===== src/hdl/sdd_pkg.sv =====
// Shared types, widths, register indexes and saturation helper for the density relaxation block.
package sdd_pkg;

  localparam int CNT_W      = 6;
  localparam int X_W        = 16;
  localparam int W_W        = 17;
  localparam int SUM_W      = 24;
  localparam int P_W        = 43;
  localparam int T_W        = 61;
  localparam int C_W        = 38;
  localparam int M_W        = 39;
  localparam int H_W        = 38;
  localparam int CTR_W      = 48;
  localparam int CFG_IDX_W  = 2;
  localparam int CFG_DATA_W = 24;

  localparam logic [CFG_IDX_W-1:0] REG_STIFFNESS    = 2'd0;
  localparam logic [CFG_IDX_W-1:0] REG_REST_DENSITY = 2'd1;
  localparam logic [CFG_IDX_W-1:0] REG_RADIUS       = 2'd2;
  localparam logic [CFG_IDX_W-1:0] REG_STEP_SQUARED = 2'd3;

  localparam logic signed [CTR_W-1:0] SAT_HI = 48'sd32767;
  localparam logic signed [CTR_W-1:0] SAT_LO = -48'sd32768;

  typedef struct packed {
    logic acc_take;
    logic wgt_start_rd;
    logic rd;
    logic w2_ld;
    logic sum_add;
    logic p_ld;
    logic pn_ld;
    logic t1_ld;
    logic t2_ld;
    logic c_ld;
    logic m_ld;
    logic hx_ld;
    logic hy_ld;
    logic h_zero;
    logic out_ld_nb;
    logic out_ld_ctr;
    logic idx_inc;
    logic run_clr;
  } sdd_cmd_t;

  typedef struct packed {
    logic wgt_done;
    logic wgt_ok;
    logic full;
    logic more;
  } sdd_stat_t;

  typedef struct packed {
    logic [X_W-1:0] val;
    logic           ovf;
  } sdd_sat_t;

  function automatic sdd_sat_t sat16(input logic signed [CTR_W-1:0] v);
    sdd_sat_t r;
    if (v > SAT_HI) begin
      r.val = 16'h7fff;
      r.ovf = 1'b1;
    end else if (v < SAT_LO) begin
      r.val = 16'h8000;
      r.ovf = 1'b1;
    end else begin
      r.val = v[X_W-1:0];
      r.ovf = 1'b0;
    end
    return r;
  endfunction

endpackage


===== src/hdl/sdd_ctrl.sv =====
// Controller: sequences accumulation per offset and the result run after the final offset.
module sdd_ctrl (
  input  logic                 clk,
  input  logic                 rst_n,
  input  logic                 in_valid,
  input  logic                 in_final_offset,
  output logic                 in_ready,
  output logic                 out_valid,
  input  logic                 out_ready,
  input  sdd_pkg::sdd_stat_t   stat,
  output sdd_pkg::sdd_cmd_t    cmd
);

  localparam logic [4:0] S_IDLE    = 5'd0;
  localparam logic [4:0] S_ACC_W   = 5'd1;
  localparam logic [4:0] S_ACC_W2  = 5'd2;
  localparam logic [4:0] S_ACC_ADD = 5'd3;
  localparam logic [4:0] S_PREP_P  = 5'd4;
  localparam logic [4:0] S_PREP_PN = 5'd5;
  localparam logic [4:0] S_NEXT    = 5'd6;
  localparam logic [4:0] S_E_ST    = 5'd7;
  localparam logic [4:0] S_E_W     = 5'd8;
  localparam logic [4:0] S_E_W2    = 5'd9;
  localparam logic [4:0] S_E_T1    = 5'd10;
  localparam logic [4:0] S_E_T2    = 5'd11;
  localparam logic [4:0] S_E_C     = 5'd12;
  localparam logic [4:0] S_E_M     = 5'd13;
  localparam logic [4:0] S_E_HX    = 5'd14;
  localparam logic [4:0] S_E_HY    = 5'd15;
  localparam logic [4:0] S_E_OUT   = 5'd16;
  localparam logic [4:0] S_E_WAIT  = 5'd17;
  localparam logic [4:0] S_C_WAIT  = 5'd18;

  logic [4:0] st_r, st_nxt;
  logic       fin_r, fin_nxt;
  logic       accept;

  assign in_ready  = (st_r == S_IDLE);
  assign out_valid = (st_r == S_E_WAIT) || (st_r == S_C_WAIT);
  assign accept    = in_valid && in_ready;

  always_comb begin
    st_nxt  = st_r;
    fin_nxt = fin_r;
    cmd     = '0;
    unique case (st_r)
      S_IDLE: begin
        if (accept) begin
          cmd.acc_take = 1'b1;
          fin_nxt      = in_final_offset;
          if (!stat.full) st_nxt = S_ACC_W;
          else if (in_final_offset) st_nxt = S_PREP_P;
        end
      end
      S_ACC_W: begin
        if (stat.wgt_done) begin
          if (stat.wgt_ok) st_nxt = S_ACC_W2;
          else st_nxt = fin_r ? S_PREP_P : S_IDLE;
        end
      end
      S_ACC_W2: begin
        cmd.w2_ld = 1'b1;
        st_nxt    = S_ACC_ADD;
      end
      S_ACC_ADD: begin
        cmd.sum_add = 1'b1;
        st_nxt      = fin_r ? S_PREP_P : S_IDLE;
      end
      S_PREP_P: begin
        cmd.p_ld = 1'b1;
        st_nxt   = S_PREP_PN;
      end
      S_PREP_PN: begin
        cmd.pn_ld = 1'b1;
        st_nxt    = S_NEXT;
      end
      S_NEXT: begin
        if (stat.more) begin
          cmd.rd = 1'b1;
          st_nxt = S_E_ST;
        end else begin
          cmd.out_ld_ctr = 1'b1;
          st_nxt         = S_C_WAIT;
        end
      end
      S_E_ST: begin
        cmd.wgt_start_rd = 1'b1;
        st_nxt           = S_E_W;
      end
      S_E_W: begin
        if (stat.wgt_done) begin
          if (stat.wgt_ok) begin
            st_nxt = S_E_W2;
          end else begin
            cmd.h_zero = 1'b1;
            st_nxt     = S_E_OUT;
          end
        end
      end
      S_E_W2: begin
        cmd.w2_ld = 1'b1;
        st_nxt    = S_E_T1;
      end
      S_E_T1: begin
        cmd.t1_ld = 1'b1;
        st_nxt    = S_E_T2;
      end
      S_E_T2: begin
        cmd.t2_ld = 1'b1;
        st_nxt    = S_E_C;
      end
      S_E_C: begin
        cmd.c_ld = 1'b1;
        st_nxt   = S_E_M;
      end
      S_E_M: begin
        cmd.m_ld = 1'b1;
        st_nxt   = S_E_HX;
      end
      S_E_HX: begin
        cmd.hx_ld = 1'b1;
        st_nxt    = S_E_HY;
      end
      S_E_HY: begin
        cmd.hy_ld = 1'b1;
        st_nxt    = S_E_OUT;
      end
      S_E_OUT: begin
        cmd.out_ld_nb = 1'b1;
        st_nxt        = S_E_WAIT;
      end
      S_E_WAIT: begin
        if (out_ready) begin
          cmd.idx_inc = 1'b1;
          st_nxt      = S_NEXT;
        end
      end
      S_C_WAIT: begin
        if (out_ready) begin
          cmd.run_clr = 1'b1;
          fin_nxt     = 1'b0;
          st_nxt      = S_IDLE;
        end
      end
      default: st_nxt = S_IDLE;
    endcase
  end

  always_ff @(posedge clk) begin
    if (!rst_n) begin
      st_r  <= S_IDLE;
      fin_r <= 1'b0;
    end else begin
      st_r  <= st_nxt;
      fin_r <= fin_nxt;
    end
  end

  a_no_overlap: assert property (@(posedge clk) disable iff (!rst_n)
    in_ready |-> !out_valid)
    else $error("input taken while a result beat is pending");

  a_done_in_wait: assert property (@(posedge clk) disable iff (!rst_n)
    stat.wgt_done |-> (st_r == S_ACC_W || st_r == S_E_W))
    else $error("weight unit finished outside a wait state");

  a_centre_ends_run: assert property (@(posedge clk) disable iff (!rst_n)
    (st_r == S_C_WAIT && out_ready) |=> (st_r == S_IDLE && !stat.more))
    else $error("run state not cleared after centre beat");

endmodule


===== config.mk =====
export PLATFORM = sky130hd
export DESIGN_NAME = sdd_ctrl
export DESIGN_NICKNAME = d
export VERILOG_FILES = /design/src/hdl/sdd_pkg.sv /design/src/hdl/sdd_ctrl.sv
export SDC_FILE = /design/constraint.sdc
export NUM_CORES = 1
export LEC_CHECK = 0
export BUFFER_PORTS_ARGS = -buffer_cell sky130_fd_sc_hd__buf_2
export CORE_MARGIN = 2
export CORE_UTILIZATION = 51
export DETAILED_ROUTE_END_ITERATION = 8
export PLACE_DENSITY = 0.89
export SLEW_MARGIN = 0
export SYNTH_ARGS = -nofsm -noshare
export SYNTH_HDL_FRONTEND = slang
export SYNTH_SLANG_ARGS = --single-unit
export TNS_END_PERCENT = 30

===== constraint.sdc =====
create_clock -name clk -period 5.7 [get_ports clk]
set_clock_uncertainty 0.2 [all_clocks]
set_input_delay 0.285 -clock clk [delete_from_list [all_inputs] [get_ports clk]]
set_output_delay 0.285 -clock clk [all_outputs]
set_load 0.05 [all_outputs]

* Yosys cells after proc, flatten, opt, wreduce, memory -nomap -nowiden
Index checks and enable logic that the tools add are counted.
** Operators by class
- Equality and inequality tests :: 24
- Multiplexer cells :: 39
- Reduce and logical (&&, ||, !) cells :: 7
** Operator list (count)
- $pmux 5 s19 :: 1
- $mux 5 :: 9
- $eq 5x4->1 const B :: 8
- $mux 1 :: 26
- $eq 5x3->1 const B :: 4
- $eq 5x5->1 const B :: 3
- $eq 5x2->1 const B :: 2
- $ne 2x2->1 const B :: 4
- $mux 3 :: 2
- $reduce_and 6->1 :: 1
- $eq 5x1->1 const B :: 1
- $logic_not 5->1 :: 1
- $ne 3x3->1 const B :: 1
- $reduce_and 3->1 :: 1
- $ne 2x1->1 const B :: 1
- $pmux 1 s2 :: 1
- $reduce_bool 2->1 :: 1
- $reduce_or 2->1 :: 1
- $logic_and 1x1->1 :: 1
- $logic_or 1x1->1 :: 1
** Storage, ports and cells
- Bits in registers :: 6
- Bits of input ports :: 9
- Output and inout bits :: 20

* Logic depth before layout (Yosys ltp)
Gate-level depths: netlist (run 1).
- Word-level depth :: 4
- Depth in mapped cells :: 7
- Depth with buffers taken out :: 5

* Worst setup path before layout (run 1)
No wires, ideal clock.
- Kind :: register -> output
- Start :: register st_r[3]
- End :: output port cmd[4] (netlist bit)
- Arrival time :: 2.387 ns
- Data required time :: 5.215 ns
- Slack :: 2.828 ns
- Stages on the path, launching flop included :: 5
- Buffers on the path :: 2
- Path through :: dfxtp_1 buf_6 clkbuf_1 nand2b_1 nor4_1
** RTL lines
- from (decl) :: line sdd_ctrl.sv:34 : logic [4:0] st_r, st_nxt;
- from (signal assigned) :: line sdd_ctrl.sv:154 : st_r <= st_nxt;
- to (decl) :: line sdd_ctrl.sv:11 : output sdd_pkg::sdd_cmd_t cmd

==> flow_summary.ini, run 1 <==
[timing]
final.min_clock_period_ns = 2.56
tightest_slew_ns = 0.713
report.final.hold_viol_count = 0
report.final.setup_viol = 0
relSlewSlack_pct = 52.4
setup_ws_ns = 3.14
final-max-slew-violation-count = 0
final.setup.tns_ns = 0
rsz0062_at_grt = false
fin_crit_sh_pct = 44.9
clock.fmax_ghz = 0.391

[drt]
routed_wl_um = 2180
first_iter_violations = 59
viasPerCell = 6.35
first_pass_iters = 4
ant_nets = 0
vias = 934
wire_per_inst_um = 14.9
drc = 0

[cts]
clockBufferDepth = 2
root_buffer = clkbuf_4
clock-sinks = 6
tritoncts = built
post_cts_buffers = 0
numCtsBuffers = 3
cts_resized = 0
postCtsHoldBufs = 0
clkLatencyLatePin_ns = 0.25
cts_max_level = 1
clk_pin_slew_worst_paths_ns = 0.05

[grt]
grt_util_met2_pct = 40.9
overflow = 0
antenna_found_initial = 0
grt_max_degree = 23
grt_pass1_wl_um = 3760
grt_pass1_vias = 809
busiest_layer = met2
met1_usage_pct = 37.9
grt_usage_pct = 26.8
grtUsageMet3_pct = 8.19

[pwr]
fin_total_pwr_mw = 0.301
irDropWorstVdd_mv = 0.250
cellPowerDensity_nw_per_um2 = 342
leakage_nw = 0.396

[floorplanning]
rows = 13
fp.dieArea_um2 = 1810
start_util_pct = 56.1
core_area_um2 = 1350
die_h_um = 42.5
fp.dieW_um = 42.5
io_pins = 29

[finish]
final_cells = 147
fin_nets = 143
drive_above_1_share_pct = 29.5
fillCellCount = 125
antenna_cells = 0
synthToLayoutAreaGrowth_pct = 16.2

[synthesis]
netlist_instances = 111
seq_area_frac_synth_pct = 15.9
syn-cell-area_um2 = 757
synth_warnings = 0
yosysUniqueCellTypes = 41
syn_area_per_cell_um2 = 6.82
synth_nets = 120
synth_seq_cells = 6

[job]
cap_violations = 0

[placement]
dpl.hpwl_um = 1560
place.detailed.instances = 144
place_ws_ns = 3.42
numPortBuffers = 28
gp_congestion = 0.951

[worst_setup_path]
cp-startpoint = st_r[1]
cp_data_arrival_time_ns = 2.08
critPathCaptureType = output pin
timing.critical_path.cells = or3b_1 -> nor3_1 -> buf_2
path_max_fanout = 22
r2r-start = st_r[0]
cpMaxStageDelayCell = dfxtp_1
worst-setup-path-type = reg2out
critPathMaxStageDelay_ns = 0.76
crit_required_ns = 5.22
reg2reg_depth = 4
cp-start-kind = flop

[worst_hold_path]
hold_path_class = in2reg
hold_path.startpoint = in_final_offset
holdPathStages = 3

[status]
status = finished clean
layer usage:
layer	wire length (um)	share of wire (%)
met1	896	41
met2	989	45
met3	255	12
met4	42	1.9
met5	0	0
where the power goes:
group	total (mW)	internal (mW)	switching, mW
combinational	0.175	0.0639	0.111
clock	0.0411	0.0239	0.0172
sequential	0.0846	0.0499	0.0347
total	0.301	0.138	0.163
state kept, by name (all words and copies together), names as in the netlist:
name and flops:
fin_r 1, st_r 5
synthesized netlist by cell type:
cell type | count | share of area, %
inv_1 | 6 | 3.0
or3b_4 | 1 | 1.5
or3_4 | 1 | 1.5
a21boi_0 | 1 | 0.99
a22o_1 | 1 | 1.2
a21o_1 | 1 | 0.99
nor4_1 | 2 | 1.7
or3b_2 | 1 | 1.2
dfxtp_1 | 6 | 16
or3b_1 | 1 | 1.2
buf_1 | 1 | 0.50
or4_1 | 1 | 0.99
o32ai_1 | 1 | 1.2
buf_6 | 2 | 3.0
a21oi_1 | 7 | 4.6
nand3b_1 | 2 | 2.0
nand2b_1 | 8 | 6.6
o21ai_0 | 4 | 2.6
o31ai_1 | 1 | 0.99
a2111oi_2 | 1 | 2.0
nand2_1 | 5 | 2.5
buf_2 | 2 | 1.3
o41ai_2 | 1 | 2.1
nor2b_1 | 4 | 3.3
a311oi_1 | 1 | 1.2
nand4_1 | 2 | 1.7
o31a_1 | 2 | 2.3
nor3_1 | 13 | 8.6
a211oi_1 | 1 | 0.99
a211oi_2 | 1 | 1.7
a2111oi_0 | 1 | 1.2
xnor2_1 | 2 | 2.3
nor2_1 | 14 | 6.9
o211ai_1 | 1 | 0.99
nand3_1 | 3 | 2.0
nor3b_1 | 1 | 0.99
buf_4 | 1 | 0.99
or3_1 | 1 | 0.83
clkbuf_1 | 4 | 2.0
or4_4 | 1 | 1.5
nor3_2 | 1 | 1.3
worst paths after layout:
kind             end  slack (ns)
max           cmd[2]        3.14
min reg2reg    fin_r        0.30
max reg2reg  st_r[3]        3.38
min            fin_r        0.12
final cells by class:
cell class | count | area [um^2] | area share (%)
clock buffers | 3 | 22.5 | 2.56
flip-flops and latches | 6 | 120 | 13.7
well taps | 15 | 18.8 | 2.13
multi-input cells | 89 | 556 | 63.2
repair buffers | 28 | 140 | 15.9
inverters | 6 | 22.5 | 2.56
worst max-delay path: cells and delay by family (launching register included):
kind,cells,cell delay (ns)
AND/OR/NAND/NOR,2,0.76
buffers and inverters,1,0.30
flip-flops,1,0.76
through the flow:
| step | util, % | hold slack, ns | instance area, um^2 |
|---|---|---|---|
| CTS | 65.2 | 0.106 | 880 |
| floorplan | - | 0.204 | 757 |
| finish | 65.2 | 0.116 | 880 |
| global placement | 63.5 | 0.288 | 857 |
| global route | 65.2 | 0.121 | 880 |
| detailed placement | 63.5 | 0.293 | 857 |
cells by family (layout without fill, tap and decap cells):
| logic type | count (synthesis) | after routing | synth area share [%] |
|---|---|---|---|
| AND/OR/NAND/NOR | 62 | 62 | 46.1 |
| AO/OA/AOI/OAI | 25 | 25 | 25.0 |
| buffers and inverters | 16 | 37 | 10.7 |
| flip-flops | 6 | 6 | 15.9 |
| XOR/XNOR | 2 | 2 | 2.31 |
layout by cell type, fill, tap and decap left out, types with 3 or more instances in the layout:
cell type | netlist | routed
nand2b_1 | 8 | 8
nand2_1 | 5 | 5
nor2b_1 | 4 | 4
dfxtp_1 | 6 | 6
nor2_1 | 14 | 14
buf_2 | 2 | 28
inv_1 | 6 | 6
clkbuf_4 | 0 | 3
nor3_1 | 13 | 13
o21ai_0 | 4 | 4
nand3_1 | 3 | 3
a21oi_1 | 7 | 7
Note: power is estimated with default switching activity, not from simulation.
==> run 2: changes to the inputs <==
--- a/config.mk
+++ b/config.mk
@@ -7,9 +7,9 @@
 export LEC_CHECK = 0
 export BUFFER_PORTS_ARGS = -buffer_cell sky130_fd_sc_hd__buf_2
 export CORE_MARGIN = 2
-export CORE_UTILIZATION = 51
+export CORE_UTILIZATION = 48
 export DETAILED_ROUTE_END_ITERATION = 8
-export PLACE_DENSITY = 0.89
+export PLACE_DENSITY = 0.85
 export SLEW_MARGIN = 0
 export SYNTH_ARGS = -nofsm -noshare
 export SYNTH_HDL_FRONTEND = slang
==> constraint.sdc (replaced) <==
create_clock -name clk -period 2.7 [get_ports clk]
set_clock_uncertainty 0.2 [all_clocks]
set_input_delay 0.135 -clock clk [delete_from_list [all_inputs] [get_ports clk]]
set_output_delay 0.135 -clock clk [all_outputs]
set_load 0.05 [all_outputs]
==> run 2 against run 1 <==
  * Combinational power rose by 130%
  * Power rose by 110%
  * Sequential share of layout area down 0.67 points
  * Via count decreased by 0.54%
  * Sequential power is 96% higher
  * Highest routed layer unchanged
  * Hold slack got worse by 0.065 ns
  * Wire length fell by 0.55%
  * Register-to-register slack worse by 2.9 ns
  * Utilization shrank 3.1 points
  * Critical path depth did not move
==> flow_summary.ini, run 2 (synthesized netlist as in run 1, its figures left out) <==
[status]
status = finished clean

[worst_setup_path]
cp-start-kind = flop
worst-setup-path-type = reg2out
r2r_end = st_r[3]
cp_data_arrival_time_ns = 2.02
critPathCaptureType = output pin
cp-startpoint = st_r[1]
worstSetupEndpoint = cmd[2]
r2r_slack_ns = 0.45
path_max_fanout = 22
crit_required_ns = 2.37
r2r-start = st_r[0]
reg2reg_depth = 4

[timing]
final-max-slew-violation-count = 0
relSlewSlack_pct = 50.9
final.setup.tns_ns = 0
rsz0062_at_grt = false
tightest_slew_ns = 0.718
clock.fmax_ghz = 0.425
fin_crit_sh_pct = 87.2
report.final.setup_viol = 0
report.final.hold_viol_count = 0
hold-worst-slack_ns = 0.0506
final.min_clock_period_ns = 2.35

[finish]
utilization_pct = 62.1
regMostFlops = st_r
layout_common_cells = 28 x buf_2, 14 x nor2_1, 13 x nor3_1
fin_nets = 147
synthToLayoutAreaGrowth_pct = 22.1
layout_commonest_cell = buf_2
largestRegisters = st_r x5, fin_r x1
drive_above_1_share_pct = 30.1
antenna_cells = 0
largest_register_ffs = 5
fillCellCount = 145

[cts]
clock-sinks = 6
clkLatencyLatePin_ns = 0.24
clk_pin_slew_worst_paths_ns = 0.05
tritoncts = built
clockBufferDepth = 2
cts_resized = 0
root_buffer = clkbuf_4
numCtsBuffers = 3
cts_max_level = 1

[floorplanning]
die_h_um = 43.7
fp.dieW_um = 43.7
fp.dieArea_um2 = 1910
start_util_pct = 50.8
rows = 14
io_pins = 29
core_area_um2 = 1490

[drt]
wire_per_inst_um = 14.3
first_pass_iters = 4
vias = 929
drc = 0
ant_nets = 0
viasPerCell = 6.11
routed_wl_um = 2170
first_iter_violations = 26

[job]
cap_violations = 0

[grt]
antenna_found_initial = 0
grt_usage_pct = 24.1
overflow = 0
grt_pass1_vias = 827
grt_pass1_wl_um = 3550
grt_max_degree = 23

[pwr]
seq_power_share_pct = 26.0
p_int_mw = 0.299
fin_total_pwr_mw = 0.641
swShare_pct = 53.3
p_comb_share_pct = 61.5
leakage_nw = 0.414
p_clk_share_pct = 12.6
switchingPower_mw = 0.341
irDropWorstVdd_mv = 0.554
cellPowerDensity_nw_per_um2 = 693

[placement]
gp_congestion = 0.996
dpl.hpwl_um = 1620
numPortBuffers = 28

[worst_hold_path]
hold_path_class = in2reg
## run 2: cell count changes in the layout (fill, tap and decap cells not counted), sizes merged
cell / change
dlygate4sd3: +3
buf: +1
## run 2: critical path, stage by stage, from the launching register on
cell,delay (ns)
dfxtp_1,0.74
or3b_1,0.50
nor3_1,0.24
buf_2,0.30
## run 2: stage by stage
step / instances / worst slack [ns] / cell area, um^2
2_1_floorplan: 111 / 0.00841 / 763
3_3_place_gp: 146 / 0.525 / 872
3_5_place_dp: 146 / 0.455 / 872
4_1_cts: 152 / 0.354 / 925
5_1_grt: 152 / 0.250 / 925
6_report: 152 / 0.346 / 925
## run 2: worst min path at each step
stage | from | end | slack [ns] | cells past startpoint
final | stat[3] | st_r[3] | 0.05 | 4
after global routing | stat[3] | st_r[3] | 0.05 | 4
after CTS | stat[3] | st_r[3] | 0.04 | 4
after detailed placement | out_ready | st_r[1] | 0.21 | 2
after global placement | rst_n | st_r[4] | 0.20 | 2
after floorplan | out_ready | st_r[1] | 0.05 | 1
## run 2: metal layers
layer  global-route usage (%)  wire, um  vias up  part of all wire (%)
met5                        0         0        -                     0
met1                     30.6       904      417                    42
li1                         -         -      456                     -
met2                     40.3      1030       54                    48
met3                     3.33       210        2                   9.7
met4                     10.3        25        0                   1.2
## run 2: layout make-up
cell class              count  area [um^2]  area share [%]
flip-flops and latches      6          120            13.0
multi-input cells          89          562            60.8
inverters                   6         22.5            2.44
clock buffers               3         22.5            2.44
well taps                  16         20.0            2.17
repair buffers             32          178            19.2
## run 2: repair_timing
| item | 4_1_cts | 5_1_grt |
|---|---|---|
| buffers inserted | 0 | 0 |
| endpoints found under the hold margin | 3 | 0 |
| hold buffers | 3 | 0 |
## run 2: power groups by stage
stage | Sequential (mW) | Combinational [mW] | Clock (mW)
2_1_floorplan | 0.116 | 0.367 | 0
3_3_place_gp | 0.163 | 0.382 | 0
3_5_place_dp | 0.166 | 0.388 | 0
4_1_cts | 0.165 | 0.392 | 0.0837
5_1_grt | 0.173 | 0.426 | 0.0890
6_report | 0.166 | 0.394 | 0.0804
==> run 3: changes to the inputs <==
--- a/config.mk
+++ b/config.mk
@@ -7,9 +7,9 @@
 export LEC_CHECK = 0
 export BUFFER_PORTS_ARGS = -buffer_cell sky130_fd_sc_hd__buf_2
 export CORE_MARGIN = 2
-export CORE_UTILIZATION = 48
+export CORE_UTILIZATION = 36
 export DETAILED_ROUTE_END_ITERATION = 8
-export PLACE_DENSITY = 0.85
+export PLACE_DENSITY = 0.68
 export SLEW_MARGIN = 0
 export SYNTH_ARGS = -nofsm -noshare
 export SYNTH_HDL_FRONTEND = slang
==> run 3 against run 2 <==
  * Combinational power is 4% higher
  * Die area is 30% higher
  * Critical endpoint is now st_r[3]
  * Highest routed layer unchanged
  * Largest cell class unchanged
  * Power is 1.6% higher
  * Critical path depth is 1 higher
  * Cell count is 8.6% higher
==> flow_summary.ini, run 3 (synthesized netlist as in run 1, its figures left out) <==
[finish]
antenna_cells = 0
regMostFlops = st_r
drive_above_1_share_pct = 31.2
layout_commonest_cell = buf_2
utilization_pct = 48.1
largestRegisters = st_r x5, fin_r x1
fin_nets = 149
synthToLayoutAreaGrowth_pct = 26.0
largest_register_ffs = 5
layout_common_cells = 28 x buf_2, 14 x nor2_1, 13 x nor3_1

[pwr]
switchingPower_mw = 0.348
irDropWorstVdd_mv = 0.456
seq_power_share_pct = 23.8
fin_total_pwr_mw = 0.651
leakage_nw = 0.425
p_clk_share_pct = 13.2
p_comb_share_pct = 63.0
p_int_mw = 0.303
swShare_pct = 53.5
cellPowerDensity_nw_per_um2 = 683

[drt]
vias = 934
routed_wl_um = 2250
wl_met2_um = 990
ant_nets = 0
viasPerCell = 5.66
first_iter_violations = 32
maxUsedRoutingLayer = met4
drc = 0
wl_met1_um = 1070
met3_wirelength_um = 135
wire_per_inst_um = 13.6
first_pass_iters = 4

[worst_setup_path]
cp-start-kind = flop
r2r_slack_ns = 0.45
cp_data_arrival_time_ns = 2.20
crit_required_ns = 2.65
worst-setup-path-type = reg2reg
path_max_fanout = 19
critPathCaptureType = flop

[grt]
grt_pass1_vias = 841
overflow = 0
antenna_found_initial = 0
grt_usage_pct = 19.3
grt_pass1_wl_um = 3680
grt_max_degree = 22

[timing]
setup_ws_ns = 0.454
rsz0062_at_grt = false
relSlewSlack_pct = 56.6
final-max-slew-violation-count = 0
clock.fmax_ghz = 0.445
report.final.setup_viol = 0
tightest_slew_ns = 0.650
hold-worst-slack_ns = 0.0224
fin_crit_sh_pct = 83.2
report.final.hold_viol_count = 0
final.setup.tns_ns = 0
final.min_clock_period_ns = 2.25

[cts]
clk_pin_slew_worst_paths_ns = 0.05
root_buffer = clkbuf_4
clock-sinks = 6
cts_max_level = 1
numCtsBuffers = 3
clockBufferDepth = 2
clkLatencyLatePin_ns = 0.25
cts_resized = 0
tritoncts = built

[floorplanning]
start_util_pct = 38.2
rows = 16
fp.dieW_um = 49.9
io_pins = 29
die_h_um = 49.9
core_area_um2 = 1980
fp.dieArea_um2 = 2490

[placement]
place_ws_ns = 0.489
numPortBuffers = 28
gp_congestion = 0.918
dpl.hpwl_um = 1650

[job]
cap_violations = 0

[worst_hold_path]
hold_path_class = in2reg

[status]
status = finished clean
run 3: power groups by stage:
| stage | clock network (mW) | registers, mW | logic [mW] |
|---|---|---|---|
| 2_1_floorplan | 0 | 0.116 | 0.367 |
| 3_3_place_gp | 0 | 0.153 | 0.399 |
| 3_5_place_dp | 0 | 0.154 | 0.403 |
| 4_1_cts | 0.0886 | 0.153 | 0.408 |
| 5_1_grt | 0.0988 | 0.158 | 0.441 |
| 6_report | 0.0858 | 0.155 | 0.410 |
run 3: worst paths after layout:
path / start / to / depth (start not counted)
worst max-delay path: st_r[2] / st_r[3] / 4
worst min-delay path: stat[3] / st_r[3] / 4
worst max register to register: st_r[2] / st_r[3] / 4
worst min register to register: fin_r / fin_r / 2
run 3: routing by layer:
layer | global-route usage, % | up-vias
met5 | 0 | -
met3 | 2.42 | 5
met2 | 28.9 | 46
met1 | 25.6 | 419
li1 | - | 464
met4 | 13.0 | 0
run 3: cell type report:
type	instances	area, um^2
Fill cell	200	1030
Multi-Input combinational cell	89	562
Timing Repair Buffer	34	193
Sequential cell	6	120
Tap cell	27	33.8
Clock buffer	3	22.5
Inverter	6	22.5
run 3: timing repair:
| action | in CTS | in global routing |
|---|---|---|
| hold buffers | 3 | 0 |
| setup buffers | 0 | 0 |
| endpoints found under the hold margin | 5 | 0 |
run 3: through the flow:
step | instances | instance area [um^2]
finish | 165 | 953
global route | 165 | 953
CTS | 165 | 953
detailed placement | 159 | 901
global placement | 159 | 901
floorplan | 111 | 763
run 3: critical path, cell delays in order (launching register included):
cell,delay [ns]
dfxtp_1,0.71
or3b_4,0.29
nor3_2,0.07
or4_4,0.56
o41ai_2,0.30
